`config.mk`:
```
export PLATFORM = sky130hd
export DESIGN_NAME = lru_cache_replacement_core
export DESIGN_NICKNAME = d
export VERILOG_FILES = /design/src/lruc_pkg.sv /design/src/lruc_ctrl.sv /design/src/lruc_dp.sv /design/src/lru_cache_replacement_core.sv
export SDC_FILE = /design/constraint.sdc
export NUM_CORES = 1
export LEC_CHECK = 0
export BUFFER_PORTS_ARGS = -buffer_cell sky130_fd_sc_hd__clkbuf_2
export CORE_UTILIZATION = 40
export CTS_BUF_LIST = sky130_fd_sc_hd__clkbuf_8
export DETAILED_ROUTE_END_ITERATION = 16
export PLACE_DENSITY = 0.55
export SETUP_SLACK_MARGIN = 0.5
export SLEW_MARGIN = 40
export SYNTH_ARGS = -nofsm -noshare
export SYNTH_HDL_FRONTEND = slang
export SYNTH_HIERARCHICAL = 1
export SYNTH_SLANG_ARGS = --single-unit
```
`constraint.sdc`:
```
create_clock -name clk -period 5.5 [get_ports clk]
set_input_delay 1.1 -clock clk [delete_from_list [all_inputs] [get_ports clk]]
set_output_delay 1.1 -clock clk [all_outputs]
set_load 0.03 [all_outputs]
```
`src/lruc_pkg.sv`:
```
// ----------------------------------------------------------------------------
// lruc_pkg
// shared types and fixed widths of the lru cache tag store
// ----------------------------------------------------------------------------
package lruc_pkg;

    localparam int unsigned REQ_KEY_W = 8;
    localparam int unsigned WAY_OUT_W = 3;
    localparam int unsigned COUNT_W   = 32;

    typedef struct packed {
        logic load_key;
        logic commit;
    } lruc_cmd_t;

endpackage

```
`src/lruc_ctrl.sv`:
```
// ----------------------------------------------------------------------------
// lruc_ctrl
// handshake controller: takes a request beat, commits it to the datapath
// once the result register is free
// ----------------------------------------------------------------------------
module lruc_ctrl
    import lruc_pkg::*;
(
    input  logic      clk,
    input  logic      rst_n,
    input  logic      req_valid,
    output logic      req_ready,
    output logic      rsp_valid,
    input  logic      rsp_ready,
    output lruc_cmd_t cmd
);

    localparam logic S_IDLE = 1'b0;
    localparam logic S_BUSY = 1'b1;

    logic state_reg;
    logic state_next;
    logic rsp_valid_reg;
    logic rsp_valid_next;
    logic can_commit;
    logic req_take;

    assign can_commit = (state_reg == S_BUSY) && (!rsp_valid_reg || rsp_ready);
    assign req_ready  = (state_reg == S_IDLE) || can_commit;
    assign req_take   = req_valid && req_ready;
    assign rsp_valid  = rsp_valid_reg;

    always_comb
    begin
        cmd.load_key = req_take;
        cmd.commit   = can_commit;
        state_next   = state_reg;
        rsp_valid_next = rsp_valid_reg;
        if (rsp_valid_reg && rsp_ready)
        begin
            rsp_valid_next = 1'b0;
        end
        case (state_reg)
            S_IDLE:
            begin
                if (req_take)
                begin
                    state_next = S_BUSY;
                end
            end
            S_BUSY:
            begin
                if (can_commit)
                begin
                    rsp_valid_next = 1'b1;
                    state_next     = req_take ? S_BUSY : S_IDLE;
                end
            end
            default:
            begin
                state_next = S_IDLE;
            end
        endcase
    end

    always_ff @(posedge clk or negedge rst_n)
    begin
        if (!rst_n)
        begin
            state_reg     <= S_IDLE;
            rsp_valid_reg <= 1'b0;
        end
        else
        begin
            state_reg     <= state_next;
            rsp_valid_reg <= rsp_valid_next;
        end
    end

endmodule

```
`src/lruc_dp.sv`:
```
// ----------------------------------------------------------------------------
// lruc_dp
// tag store datapath: parallel key compare, victim choice, age rank update
// and saturating hit and miss counters
// ----------------------------------------------------------------------------
module lruc_dp
    import lruc_pkg::*;
#(
    parameter int unsigned WAYS     = 8,
    parameter int unsigned KEY_BITS = 8
)
(
    input  logic                 clk,
    input  logic                 rst_n,
    input  lruc_cmd_t            cmd,
    input  logic [REQ_KEY_W-1:0] request_key,
    output logic                 hit,
    output logic [WAY_OUT_W-1:0] way_used,
    output logic [COUNT_W-1:0]   hit_total,
    output logic [COUNT_W-1:0]   miss_total
);

    localparam int unsigned KEY_W  = (KEY_BITS < REQ_KEY_W) ? KEY_BITS : REQ_KEY_W;
    localparam int unsigned WAY_W  = $clog2(WAYS);
    localparam int unsigned RANK_W = $clog2(WAYS);
    localparam logic [RANK_W-1:0] RANK_OLDEST = RANK_W'(WAYS - 1);

    logic [KEY_W-1:0]   key_reg;
    logic [KEY_W-1:0]   way_key_reg [WAYS];
    logic [WAYS-1:0]    way_valid_reg;
    logic [WAYS-1:0]    way_valid_next;
    logic [RANK_W-1:0]  way_rank_reg  [WAYS];
    logic [RANK_W-1:0]  way_rank_next [WAYS];
    logic [COUNT_W-1:0] hits_reg;
    logic [COUNT_W-1:0] misses_reg;
    logic               hit_reg;
    logic [WAY_OUT_W-1:0] way_used_reg;

    logic [WAYS-1:0]    match;
    logic               lookup_hit;
    logic [WAY_W-1:0]   hit_idx;
    logic [WAY_W-1:0]   empty_idx;
    logic               any_empty;
    logic [WAY_W-1:0]   lru_idx;
    logic [WAY_W-1:0]   way_sel;
    logic               sel_was_valid;
    logic [RANK_W-1:0]  sel_rank;
    logic [WAY_W+WAY_OUT_W-1:0] way_wide;

    always_comb
    begin
        hit_idx   = '0;
        empty_idx = '0;
        lru_idx   = '0;
        any_empty = 1'b0;
        for (int i = WAYS - 1; i >= 0; i--)
        begin
            match[i] = way_valid_reg[i] && (way_key_reg[i] == key_reg);
            if (match[i])
            begin
                hit_idx = WAY_W'(i);
            end
            if (!way_valid_reg[i])
            begin
                empty_idx = WAY_W'(i);
                any_empty = 1'b1;
            end
            if (way_rank_reg[i] == RANK_OLDEST)
            begin
                lru_idx = WAY_W'(i);
            end
        end
        lookup_hit = |match;
        way_sel    = lookup_hit ? hit_idx : (any_empty ? empty_idx : lru_idx);
        sel_was_valid = way_valid_reg[way_sel];
        sel_rank      = way_rank_reg[way_sel];
    end

    // promote the chosen way, ageing the younger valid ways
    always_comb
    begin
        way_valid_next = way_valid_reg;
        for (int i = 0; i < WAYS; i++)
        begin
            way_rank_next[i] = way_rank_reg[i];
            if ((WAY_W'(i) != way_sel) && way_valid_reg[i]
                && (!sel_was_valid || (way_rank_reg[i] < sel_rank))
                && (way_rank_reg[i] < RANK_OLDEST))
            begin
                way_rank_next[i] = way_rank_reg[i] + 1'b1;
            end
        end
        way_rank_next[way_sel]  = '0;
        way_valid_next[way_sel] = 1'b1;
    end

    always_ff @(posedge clk)
    begin
        if (cmd.load_key)
        begin
            key_reg <= request_key[KEY_W-1:0];
        end
        if (cmd.commit && !lookup_hit)
        begin
            way_key_reg[way_sel] <= key_reg;
        end
        if (cmd.commit)
        begin
            hit_reg      <= lookup_hit;
            way_used_reg <= way_wide[WAY_OUT_W-1:0];
        end
    end

    always_ff @(posedge clk or negedge rst_n)
    begin
        if (!rst_n)
        begin
            way_valid_reg <= '0;
            hits_reg      <= '0;
            misses_reg    <= '0;
            for (int i = 0; i < WAYS; i++)
            begin
                way_rank_reg[i] <= '0;
            end
        end
        else if (cmd.commit)
        begin
            way_valid_reg <= way_valid_next;
            way_rank_reg  <= way_rank_next;
            if (lookup_hit && (hits_reg != '1))
            begin
                hits_reg <= hits_reg + 1'b1;
            end
            if (!lookup_hit && (misses_reg != '1))
            begin
                misses_reg <= misses_reg + 1'b1;
            end
        end
    end

    assign way_wide   = {{WAY_OUT_W{1'b0}}, way_sel};
    assign hit        = hit_reg;
    assign way_used   = way_used_reg;
    assign hit_total  = hits_reg;
    assign miss_total = misses_reg;

endmodule

```
`src/lru_cache_replacement_core.sv`:
```
// ----------------------------------------------------------------------------
// lru_cache_replacement_core
// Fully associative tag store with true LRU replacement. Each request beat
// carries a key that is compared against every valid way at once; a hit
// promotes that way, a miss fills the lowest empty way or evicts the oldest
// one. The response beat gives hit or miss, the way used and saturating hit
// and miss totals. A request is taken into the key register and committed
// from the BUSY state once the response register is free; the commit loads
// the response register, which drives the response beat. One request per
// clock is sustained as long as responses are taken; the compare, victim
// select and age-rank update across all ways are combinational and allow it.
// ----------------------------------------------------------------------------
module lru_cache_replacement_core
    import lruc_pkg::*;
#(
    parameter int unsigned WAYS     = 8,
    parameter int unsigned KEY_BITS = 8
)
(
    input  logic                 clk,
    input  logic                 rst_n,
    input  logic                 req_valid,
    output logic                 req_ready,
    input  logic [REQ_KEY_W-1:0] request_key,
    output logic                 rsp_valid,
    input  logic                 rsp_ready,
    output logic                 hit,
    output logic [WAY_OUT_W-1:0] way_used,
    output logic [COUNT_W-1:0]   hit_total,
    output logic [COUNT_W-1:0]   miss_total
);

    lruc_cmd_t cmd;

    lruc_ctrl u_ctrl (
        .clk       (clk),
        .rst_n     (rst_n),
        .req_valid (req_valid),
        .req_ready (req_ready),
        .rsp_valid (rsp_valid),
        .rsp_ready (rsp_ready),
        .cmd       (cmd)
    );

    lruc_dp #(
        .WAYS     (WAYS),
        .KEY_BITS (KEY_BITS)
    ) u_dp (
        .clk         (clk),
        .rst_n       (rst_n),
        .cmd         (cmd),
        .request_key (request_key),
        .hit         (hit),
        .way_used    (way_used),
        .hit_total   (hit_total),
        .miss_total  (miss_total)
    );

endmodule

```
# Word-level counts from Yosys, hierarchy flattened

Memory sizes are Yosys's and may differ from the RTL's.
Index checks and enable logic that the tools add are counted.

Memories: 1
Bits in registers: 110
RAM bits: 64
Input bits: 12
Output and inout bits: 70

Memory list:

| name             | depth | width | rd ports | clocked after memory_dff | write ports | RTL line      | RTL |
|---|---|---|---|---|---|---|---|
| u_dp.way_key_reg | 8     | 8     | 8        | 0                        | 1           | lruc_dp.sv:29 | `logic [KEY_W-1:0] way_key_reg [WAYS];` |

Reduce and logical (&&, ||, !) cells: 57
Equal/unequal tests: 25
Bitwise gates (word level): 5
Mux-type cells: 59
Add/subtract/negate cells: 10
Magnitude comparators: 20

Operators with widths:

| cell                                                                 | count |
|---|---|
| 3-bit two-way mux                                                    | 37 |
| 32-bit by 1-bit adder with 32-bit output, second input constant      | 2 |
| 8-bit == test                                                        | 8 |
| 32-bit != test, second input constant                                | 2 |
| 1-bit logical AND                                                    | 40 |
| 3-bit by 1-bit adder with 3-bit output, second input constant        | 8 |
| 24-bit AND                                                           | 1 |
| 3-bit == test, second input constant                                 | 8 |
| 3-bit < comparator                                                   | 8 |
| 3-bit < comparator, second input constant                            | 8 |
| 24-bit NOT                                                           | 1 |
| 1-bit two-way mux                                                    | 17 |
| 3-bit != test, first input constant                                  | 4 |
| 1-bit logical OR                                                     | 10 |
| 3-bit binary-select mux with 3-bit select                            | 1 |
| 3-bit demux with 3-bit select                                        | 1 |
| 8-bit bitwise OR                                                     | 1 |
| 8-bit OR reduction                                                   | 1 |
| 2-bit by 3-bit != test with 1-bit output, first input constant       | 2 |
| 4-bit >= comparator, second input constant                           | 1 |
| 3-bit by 4-bit < comparator with 1-bit output, second input constant | 1 |
| 4-bit by 1-bit < comparator with 1-bit output, second input constant | 1 |
| 3-bit NOT with 4-bit output                                          | 1 |
| 2-bit AND reduction                                                  | 2 |
| 8 further kinds                                                      | 10 |

# Longest topological paths before layout

Gate-level depths: netlist (run 1).
An unclocked memory read counts as a cell.

Depth in word-level cells: 22
Depth in mapped cells: 20

# Cells and area by module

Netlist (run 1), hierarchy kept.

By module, submodules not included:

| module    | cells each | seq. area each (µm²) | times used | area an instance (µm²) |
|---|---|---|---|---|
| lruc_dp   | 744        | 4684.5               | 1          | 8739.6 |
| lruc_ctrl | 10         | 50.0                 | 1          | 118.9 |

# Worst setup path before layout (run 1)

Ideal clock, no wire load.

Path kind: register to register
From: register u_dp.key_reg[4]
To: register u_dp/way_rank_reg[21] (netlist bit)
Required time: 5.435 ns
Data arrival time: 4.026 ns
Stages on the path, launching flop included: 18
Path buffers: 2
Library setup time: 0.065 ns
Clock period less this slack: 4.091 ns
Setup slack: 1.409 ns
Cells stage by stage: edfxtp_1 buf_4 xor2_1 nor4_2 nand4_2 nand2_1 o31ai_1 o31ai_4 inv_4 buf_4 a211oi_1 a211oi_1 a21oi_1 ha_1 or2_2 a211oi_1 a21o_1 mux2_2

Word-level cells in the longest chain between the ends: 21

Ends and longest elaborated chain:

| what                                                 | RTL line                     | RTL |
|---|---|---|
| start, declared                                      | lruc_dp.sv:28                | `logic [KEY_W-1:0] key_reg;` |
| start signal, assigned                               | lruc_dp.sv:101               | `key_reg <= request_key[KEY_W-1:0];` |
| 8-bit == test                                        | lruc_dp.sv:58                | `match[i] = way_valid_reg[i] && (way_key_reg[i] == key_reg);` |
| 1-bit logical AND                                    | lruc_dp.sv:58                |  |
| 3-bit two-way mux (8 in a row)                       | lruc_dp.sv:59                | `if (match[i])` |
| 3-bit two-way mux *                                  | lruc_dp.sv:74                | `way_sel = lookup_hit ? hit_idx : (any_empty ? empty_idx : lru_idx);` |
| net u_dp.way_sel[0]                                  | lruc_dp.sv:45                | `logic [WAY_W-1:0] way_sel;` |
| 3-bit NOT with 4-bit output (implied by the code)    | lruc_dp.sv:76, lruc_dp.sv:93 |  |
| 3-bit binary-select mux with 3-bit select            | lruc_dp.sv:76                | `sel_rank = way_rank_reg[way_sel];` |
| 3-bit two-way mux (implied by the code) (2 in a row) | lruc_dp.sv:76                |  |
| 3-bit < comparator                                   | lruc_dp.sv:87                | `&& (!sel_was_valid \|\| (way_rank_reg[i] < sel_rank))` |
| 1-bit logical OR                                     | lruc_dp.sv:87                |  |
| 1-bit logical AND                                    | lruc_dp.sv:87                |  |
| 1-bit logical AND                                    | lruc_dp.sv:88                | `&& (way_rank_reg[i] < RANK_OLDEST))` |
| 3-bit two-way mux                                    | lruc_dp.sv:86                | `if ((WAY_W'(i) != way_sel) && way_valid_reg[i]` |
| 24-bit AND (no source line) *                        | n/a                          |  |
| end signal, assigned                                 | lruc_dp.sv:129               | `way_rank_reg <= way_rank_next;` |
| end, declared                                        | lruc_dp.sv:32                | `logic [RANK_W-1:0] way_rank_reg [WAYS];` |

The timed path passes the listed nets; every way through them passes the cells marked *. The select of a mux whose other input is x is not followed.
A chain may end at the register's enable or synchronous reset.

# Worst setup path after layout (run 1)

From: register u_dp.key_reg[4]
To: register u_dp/way_rank_reg[2] (netlist bit)

Word-level cells in the longest chain between the ends: 21

Ends and longest elaborated chain:

| what                                                 | RTL line |
|---|---|
| 8-bit == test                                        | lruc_dp.sv:58 |
| 1-bit logical AND                                    | lruc_dp.sv:58 |
| 3-bit two-way mux (8 in a row)                       | lruc_dp.sv:59 |
| 3-bit two-way mux *                                  | lruc_dp.sv:74 |
| 3-bit NOT with 4-bit output (implied by the code)    | lruc_dp.sv:76, lruc_dp.sv:93 |
| 3-bit binary-select mux with 3-bit select            | lruc_dp.sv:76 |
| 3-bit two-way mux (implied by the code) (2 in a row) | lruc_dp.sv:76 |
| 3-bit < comparator                                   | lruc_dp.sv:87 |
| 1-bit logical OR                                     | lruc_dp.sv:87 |
| 1-bit logical AND                                    | lruc_dp.sv:87 |
| 1-bit logical AND                                    | lruc_dp.sv:88 |
| 3-bit two-way mux                                    | lruc_dp.sv:86 |
| 24-bit AND (no source line) *                        | n/a |

Mark *: on every way between the ends. The rest lies on a longest branch, timed or not. The select of a mux whose other input is x is not followed.

==> results of run 1 <==
## where the power goes
part / internal (W) / total (W) / switching (W)
Sequential: 0.00161 / 0.00185 / 0.000235
Clock: 0.000355 / 0.000913 / 0.000558
Combinational: 0.00106 / 0.00264 / 0.00158
## worst max-delay path, delay by kind of cell (launching register included)
kind | cells | cell delay (ps)
AOI/OAI and AO/OA | 5 | 1240
muxes | 1 | 590
DFF | 1 | 820
buffers and inverters | 1 | 260
and+or+nand+nor | 5 | 1520
xor gates and xnor gates | 1 | 190
## cells in the final DEF, fill, tap and decap left out, types with 18 or more instances in the layout
master    netlist  final
and3_1         18     18
nand3_1        48     48
dfrtp_1        98     98
nor2_1         32     29
ha_1           26     26
nand4_1        25     25
nand2_1        57     57
edfxtp_1       76     76
clkbuf_2        0     80
xnor2_1       101    101
inv_1          25     25
xor2_1         25     25
## Yosys cell counts, types with 5 or more instances
cell       instances  share of area
xnor2_1          101           0.10
dfrtp_1           98           0.28
edfxtp_1          76           0.26
nand2_1           57          0.024
nand3_1           48          0.027
nor2_1            32          0.014
ha_1              26          0.037
inv_1             25          0.011
nand4_1           25          0.018
xor2_1            25          0.025
and3_1            18          0.013
a21oi_1           14         0.0079
o21ai_0           12         0.0068
nor3_1            11         0.0062
and2_1            10         0.0071
o2bb2ai_1          9         0.0089
a22o_1             8         0.0079
o31ai_1            8         0.0068
and4_1             7         0.0069
buf_6              7         0.0089
clkbuf_1           7         0.0030
a21o_1             6         0.0051
nor2b_1            6         0.0042
or2_2              6         0.0042
or3_1              6         0.0042
a211oi_1           5         0.0042
a31oi_1            5         0.0035
buf_2              5         0.0028
mux2_2             5         0.0064
mux2i_1            5         0.0056
nand2b_1           5         0.0035
o22ai_1            5         0.0035
## layout make-up
cell class / count / area, um^2 / share of cell area
clock inverters: 15 / 179 / 0.0180
repair buffers: 90 / 475 / 0.0478
flip-flops and latches: 174 / 4730 / 0.476
well taps: 280 / 350 / 0.0352
clock buffers: 17 / 234 / 0.0235
inverters: 27 / 104 / 0.0104
multi-input cells: 530 / 3870 / 0.389
## per-layer routing
layer / vias up / track usage
met5: - / 0
met4: 0 / 0.0650
met3: 25 / 0.0446
met2: 173 / 0.305
met1: 3020 / 0.245
li1: 2909 / -
## logic make-up (layout without fill, tap and decap cells)
group / after synthesis / count (layout)
and+or+nand+nor: 252 / 252
adders and majority gates: 31 / 31
buffers and inverters: 50 / 149
AOI/OAI and AO/OA: 108 / 108
DFF: 174 / 174
muxes: 13 / 13
xor gates and xnor gates: 126 / 126
## metrics by stage
| step | std cells | cell area [um^2] | util | power [W] | hold slack [ps] |
|---|---|---|---|---|---|
| 2_1_floorplan | 754 | 8860 | - | 0.00383 | 511 |
| 3_3_place_gp | 1101 | 9520 | 0.438 | 0.00440 | 476 |
| 3_5_place_dp | 1101 | 9530 | 0.438 | 0.00450 | 482 |
| 4_1_cts | 1133 | 9950 | 0.457 | 0.00543 | 502 |
| 5_1_grt | 1133 | 9950 | 0.457 | 0.00579 | 530 |
| 6_report | 1133 | 9950 | 0.457 | 0.00540 | 499 |
## worst max path at each step
stage	start	depth (start not counted)	end	slack, ps
2_1_floorplan	u_dp/key_reg[4]$_DFFE_PP_	17	u_dp/way_rank_reg[21]$_DFFE_PN0P_	1410
3_3_place_gp	u_dp/key_reg[4]$_DFFE_PP_	16	u_dp/way_rank_reg[21]$_DFFE_PN0P_	1050
3_5_place_dp	u_dp/key_reg[4]$_DFFE_PP_	16	u_dp/way_rank_reg[21]$_DFFE_PN0P_	870
4_1_cts	u_dp/key_reg[4]$_DFFE_PP_	16	u_dp/way_rank_reg[21]$_DFFE_PN0P_	830
5_1_grt	u_dp/key_reg[4]$_DFFE_PP_	16	u_dp/way_rank_reg[21]$_DFFE_PN0P_	500
6_report	u_dp/key_reg[4]$_DFFE_PP_	13	u_dp/way_rank_reg[2]$_DFFE_PN0P_	760
==> flow_metrics.env, run 1 <==
export IMPL_outcome="complete, no violations"
export IMPL_drive_gt1_frac=0.195
export IMPL_end_kind="flop"
export IMPL_drc_errors=0
export IMPL_dp_hpwl_um=14600
export IMPL_cp_slowest_stage_delay_ps=820
export IMPL_io_pins=82
export IMPL_numCtsBuffers=17
export IMPL_cts_reportedPaths_clkPinSlew_ps=110
export IMPL_synth_fa_ha_area_frac=0.0427
export IMPL_antenna_found_initial=0
export IMPL_drt_first_iter_violations=390
export IMPL_num_rows=54
export IMPL_max_vdd_ir_drop_uv=338
export IMPL_syn_cell_area_mm2=0.00886
export IMPL_synthArstFlopShare=0.563
export IMPL_clockBufferDepth=2
export IMPL_synth_top_family_by_area="simple AND/OR/NAND/NOR gates"
export IMPL_postCtsSetupRepairBufs=0
export IMPL_cts_resized=0
export IMPL_top_layer="met4"
export IMPL_hold_buffers=0
export IMPL_skew_ps=19.1
export IMPL_synth_xor_area_frac=0.125
export IMPL_crit_fanout=16
export IMPL_leakagePower_nw=4.22
export IMPL_drv_slew=0
export IMPL_slowest_stage="edfxtp_1"
export IMPL_fill_cells=2076
export IMPL_grt_overflow_total=0
export IMPL_hold_path_class="flop to flop"
export IMPL_globalplace_congestion=0.881
export IMPL_routedWlPerCell_um=18.0
export IMPL_finalCritPeriodShare=0.862
export IMPL_p_per_area_mw_per_mm2=543
export IMPL_synth_seq_cells=174
export IMPL_first_pass_iters=5
export IMPL_setup_viol=0
export IMPL_min_delay_worst_endpoint="u_dp/hit_total[19]$_DFFE_PN0P_"
export IMPL_die_x_um=151
export IMPL_first_global_vias=6179
export IMPL_wl_met3_um=1170
export IMPL_yosysWarningCount=6
export IMPL_avgSynthCellArea_um2=11.7
export IMPL_cts_tree="yes"
export IMPL_synth_fp_nets=792
export IMPL_grt_max_degree=55
export IMPL_synth_mux_area_fraction=0.0188
export IMPL_synth_edf_count=76
export IMPL_synth_flop_cell="dfrtp_1"
export IMPL_crit_required_ps=5850
export IMPL_clk_latency_ps=460
export IMPL_cts_sinks=174
export IMPL_whs_path_depth=1
export IMPL_crit_top_cell="nor3_1"
export IMPL_r2r_slack_ps=760
export IMPL_die_area_mm2=0.0227
export IMPL_routed_wl_um=20400
export IMPL_grt_first_pass_wirelength_um=32700
export IMPL_r2r_start="u_dp/key_reg[4]$_DFFE_PP_"
export IMPL_wl_met1_um=9220
export IMPL_final_hold_violation_count=0
export IMPL_synth_distinct_cells=76
export IMPL_rr_worst_depth=13
export IMPL_initial_core_util=0.407
export IMPL_cp_arrival_ps=5090
export IMPL_min_period_ps=4740
export IMPL_worst_slack_ps=759
export IMPL_cts_htree_levels=4
export IMPL_largest_reg_flops=64
export IMPL_vias=6127
export IMPL_synthSimpleGateAreaFrac=0.153
export IMPL_synth_seq_area_share=0.534
export IMPL_n_antenna_cell=0
export IMPL_synth_compound_area_frac=0.0968
export IMPL_area_growth_pct=12.3
export IMPL_critPathLaunchType="flop"
export IMPL_avgViaCountPerCell=5.41
export IMPL_netlist_instances=754
export IMPL_crit_chain="xnor2_1 -> nand4_1 -> nor3_1 -> or2_2 -> a311oi_4 -> o31ai_4 -> buf_4 -> mux2i_1 -> nor3_1 -> or3_1 -> a31oi_2 -> o21ai_1 -> a22o_1"
export IMPL_drv_cap=0
export IMPL_design_core_area_mm2=0.0218
export IMPL_grt_use_total=0.188
export IMPL_min_delay_start="u_dp/hit_total[19]$_DFFE_PN0P_"
export IMPL_relSlewSlack=0.519
export IMPL_r2r_end="u_dp/way_rank_reg[2]$_DFFE_PN0P_"
export IMPL_place_port_buffers=81
export IMPL_postRouteAntennaNets=0
export IMPL_die_h_um=151
export IMPL_cts_root_buf="clkbuf_8"
export IMPL_grt_setup_unrepaired="false"
export IMPL_setup_tns_ps=0
export IMPL_clock_fmax_mhz=211
export IMPL_worstSetupPathType="flop to flop"
export IMPL_nets=878
export IMPL_met2_length_um=9670
export IMPL_worstMarginPinSlew_ps=721
export IMPL_preCtsSetupSlack_ps=873
Power figures use the tool's default switching activity.
==> inputs of run 2 (changes only) <==
- CELL_PAD_IN_SITES_DETAIL_PLACEMENT: unset -> 0
- CELL_PAD_IN_SITES_GLOBAL_PLACEMENT: unset -> 1
- CORE_UTILIZATION: 40 -> 45
- PLACE_DENSITY: 0.55 -> 0.73
==> run 2 against run 1 <==
Against the previous run:
- sequential share of layout area up 0.27 points
- core utilization up 6.3 points
- wire length down 2.8%
- critical path depth up 3
- worst hold slack worse by 3.6 ps
- clock power down 8.4%
- register-to-register slack better by 130 ps
- global-route usage up 2.0 points
- first-iteration DRC count up 7.4%
- design area down 0.57%
==> flow_metrics.env, run 2 (synthesized netlist as in run 1, its figures left out) <==
export IMPL_outcome="complete, no violations"
export IMPL_grt_setup_unrepaired="false"
export IMPL_numCtsBuffers=17
export IMPL_setup_viol=0
export IMPL_skew_ps=14.5
export IMPL_design_core_area_mm2=0.0190
export IMPL_cts_htree_levels=4
export IMPL_final_util=0.520
export IMPL_crit_chain="xnor2_1 -> nand4_1 -> nor3_1 -> or2_2 -> a311oi_4 -> o31ai_4 -> inv_4 -> a211oi_1 -> a211oi_1 -> a21oi_1 -> buf_4 -> ha_1 -> or2_2 -> a211oi_1 -> a21o_1 -> mux2_2"
export IMPL_finalCritPeriodShare=0.838
export IMPL_clock_fmax_mhz=217
export IMPL_place_port_buffers=81
export IMPL_routed_wl_um=19800
export IMPL_grt_use_total=0.208
export IMPL_die_x_um=142
export IMPL_final_common_cell="xnor2_1"
export IMPL_clockBufferDepth=2
export IMPL_antenna_found_initial=0
export IMPL_drive_gt1_frac=0.197
export IMPL_crit_fanout=16
export IMPL_postRouteAntennaNets=0
export IMPL_io_pins=82
export IMPL_final_hold_violation_count=0
export IMPL_cp_slowest_stage_delay_ps=820
export IMPL_hold_path_class="flop to flop"
export IMPL_path_buf_inv=2
export IMPL_grt_overflow_total=0
export IMPL_die_h_um=142
export IMPL_vias=6106
export IMPL_clk_latency_ps=460
export IMPL_drv_cap=0
export IMPL_cp_arrival_ps=5010
export IMPL_n_antenna_cell=0
export IMPL_max_vdd_ir_drop_uv=261
export IMPL_grt_max_degree=70
export IMPL_final_cell_mix="xnor2_1, dfrtp_1, clkbuf_2"
export IMPL_cts_sinks=174
export IMPL_grt_first_pass_wirelength_um=32200
export IMPL_worstMarginPinSlew_ps=750
export IMPL_routedWlPerCell_um=17.8
export IMPL_cts_tree="yes"
export IMPL_globalplace_congestion=0.847
export IMPL_postCtsSetupRepairBufs=0
export IMPL_area_growth_pct=11.7
export IMPL_crit_required_ps=5900
export IMPL_crit_family="compound AO/OA/AOI/OAI gates"
export IMPL_multi_input_area_mm2=0.00387
export IMPL_p_per_area_mw_per_mm2=541
export IMPL_die_area_mm2=0.0203
export IMPL_slowest_stage="edfxtp_1"
export IMPL_total_power_w=0.00535
export IMPL_hold_buffers=0
export IMPL_num_rows=50
export IMPL_crit_top_cell="a211oi_1"
export IMPL_dp_hpwl_um=14200
export IMPL_drv_slew=0
export IMPL_cts_reportedPaths_clkPinSlew_ps=100
export IMPL_drc_errors=0
export IMPL_placed_area_mm2=0.00951
export IMPL_largest_reg_flops=64
export IMPL_fill_cells=1677
export IMPL_first_pass_iters=5
export IMPL_stdcell_area_mm2=0.00989
export IMPL_min_period_ps=4610
export IMPL_setup_tns_ps=0
export IMPL_leakagePower_nw=4.21
export IMPL_ff_latch_area_mm2=0.00473
export IMPL_first_global_vias=6162
export IMPL_relSlewSlack=0.496
export IMPL_critPathLaunchType="flop"
export IMPL_cts_root_buf="clkbuf_8"
export IMPL_drt_first_iter_violations=419
export IMPL_initial_core_util=0.466
export IMPL_avgViaCountPerCell=5.49
export IMPL_nets=878
export IMPL_worstSetupPathType="flop to flop"
export IMPL_end_kind="flop"
export IMPL_cts_resized=0
run 2: cell types whose count changed in the layout (fill, tap and decap cells not counted), sizes merged:
cell      previous run  this run
clkinvlp             0         1
inv                 37        35
clkbuf              97        98
run 2: final cells by class:
class,instances,share of cell area
clock buffers,18,0.0250
repair buffers,90,0.0485
multi-input cells,530,0.392
flip-flops and latches,174,0.479
well taps,260,0.0329
clock inverters,14,0.0127
inverters,27,0.0105
run 2: report_power, final:
part | switching, W | internal (W) | total [W]
clock | 0.000495 | 0.000341 | 0.000836
combinational | 0.00160 | 0.00106 | 0.00266
sequential | 0.000236 | 0.00161 | 0.00185
run 2: per-layer routing:
metal	vias to the layer above	track usage	wire (um)
met2	161	0.344	9580
met5	-	0	0
li1	2898	-	-
met3	21	0.0518	1140
met4	0	0.0560	238
met1	3026	0.273	8850
run 2: final timing paths:
path | depth (start not counted) | endpoint | startpoint | slack, ps
worst max register to register | 16 | u_dp/way_rank_reg[21]$_DFFE_PN0P_ | u_dp/key_reg[4]$_DFFE_PP_ | 890
worst max-delay path | 16 | u_dp/way_rank_reg[21]$_DFFE_PN0P_ | u_dp/key_reg[4]$_DFFE_PP_ | 890
worst min register to register | 1 | u_dp/hit_total[10]$_DFFE_PN0P_ | u_dp/hit_total[10]$_DFFE_PN0P_ | 500
worst min-delay path | 1 | u_dp/hit_total[10]$_DFFE_PN0P_ | u_dp/hit_total[10]$_DFFE_PN0P_ | 500
max in group asynchronous | 2 | u_dp/hit_total[4]$_DFFE_PN0P_ | rst_n | 3990
min in group asynchronous | 1 | u_dp/way_rank_reg[3]$_DFFE_PN0P_ | rst_n | 610
run 2: stage by stage:
| step | cells | hold slack (ps) | setup WS (ps) |
|---|---|---|---|
| finish | 1113 | 496 | 891 |
| global route | 1113 | 516 | 590 |
| CTS | 1113 | 501 | 880 |
| detailed placement | 1081 | 480 | 904 |
| global placement | 1081 | 474 | 995 |
| floorplan | 754 | 511 | 1410 |
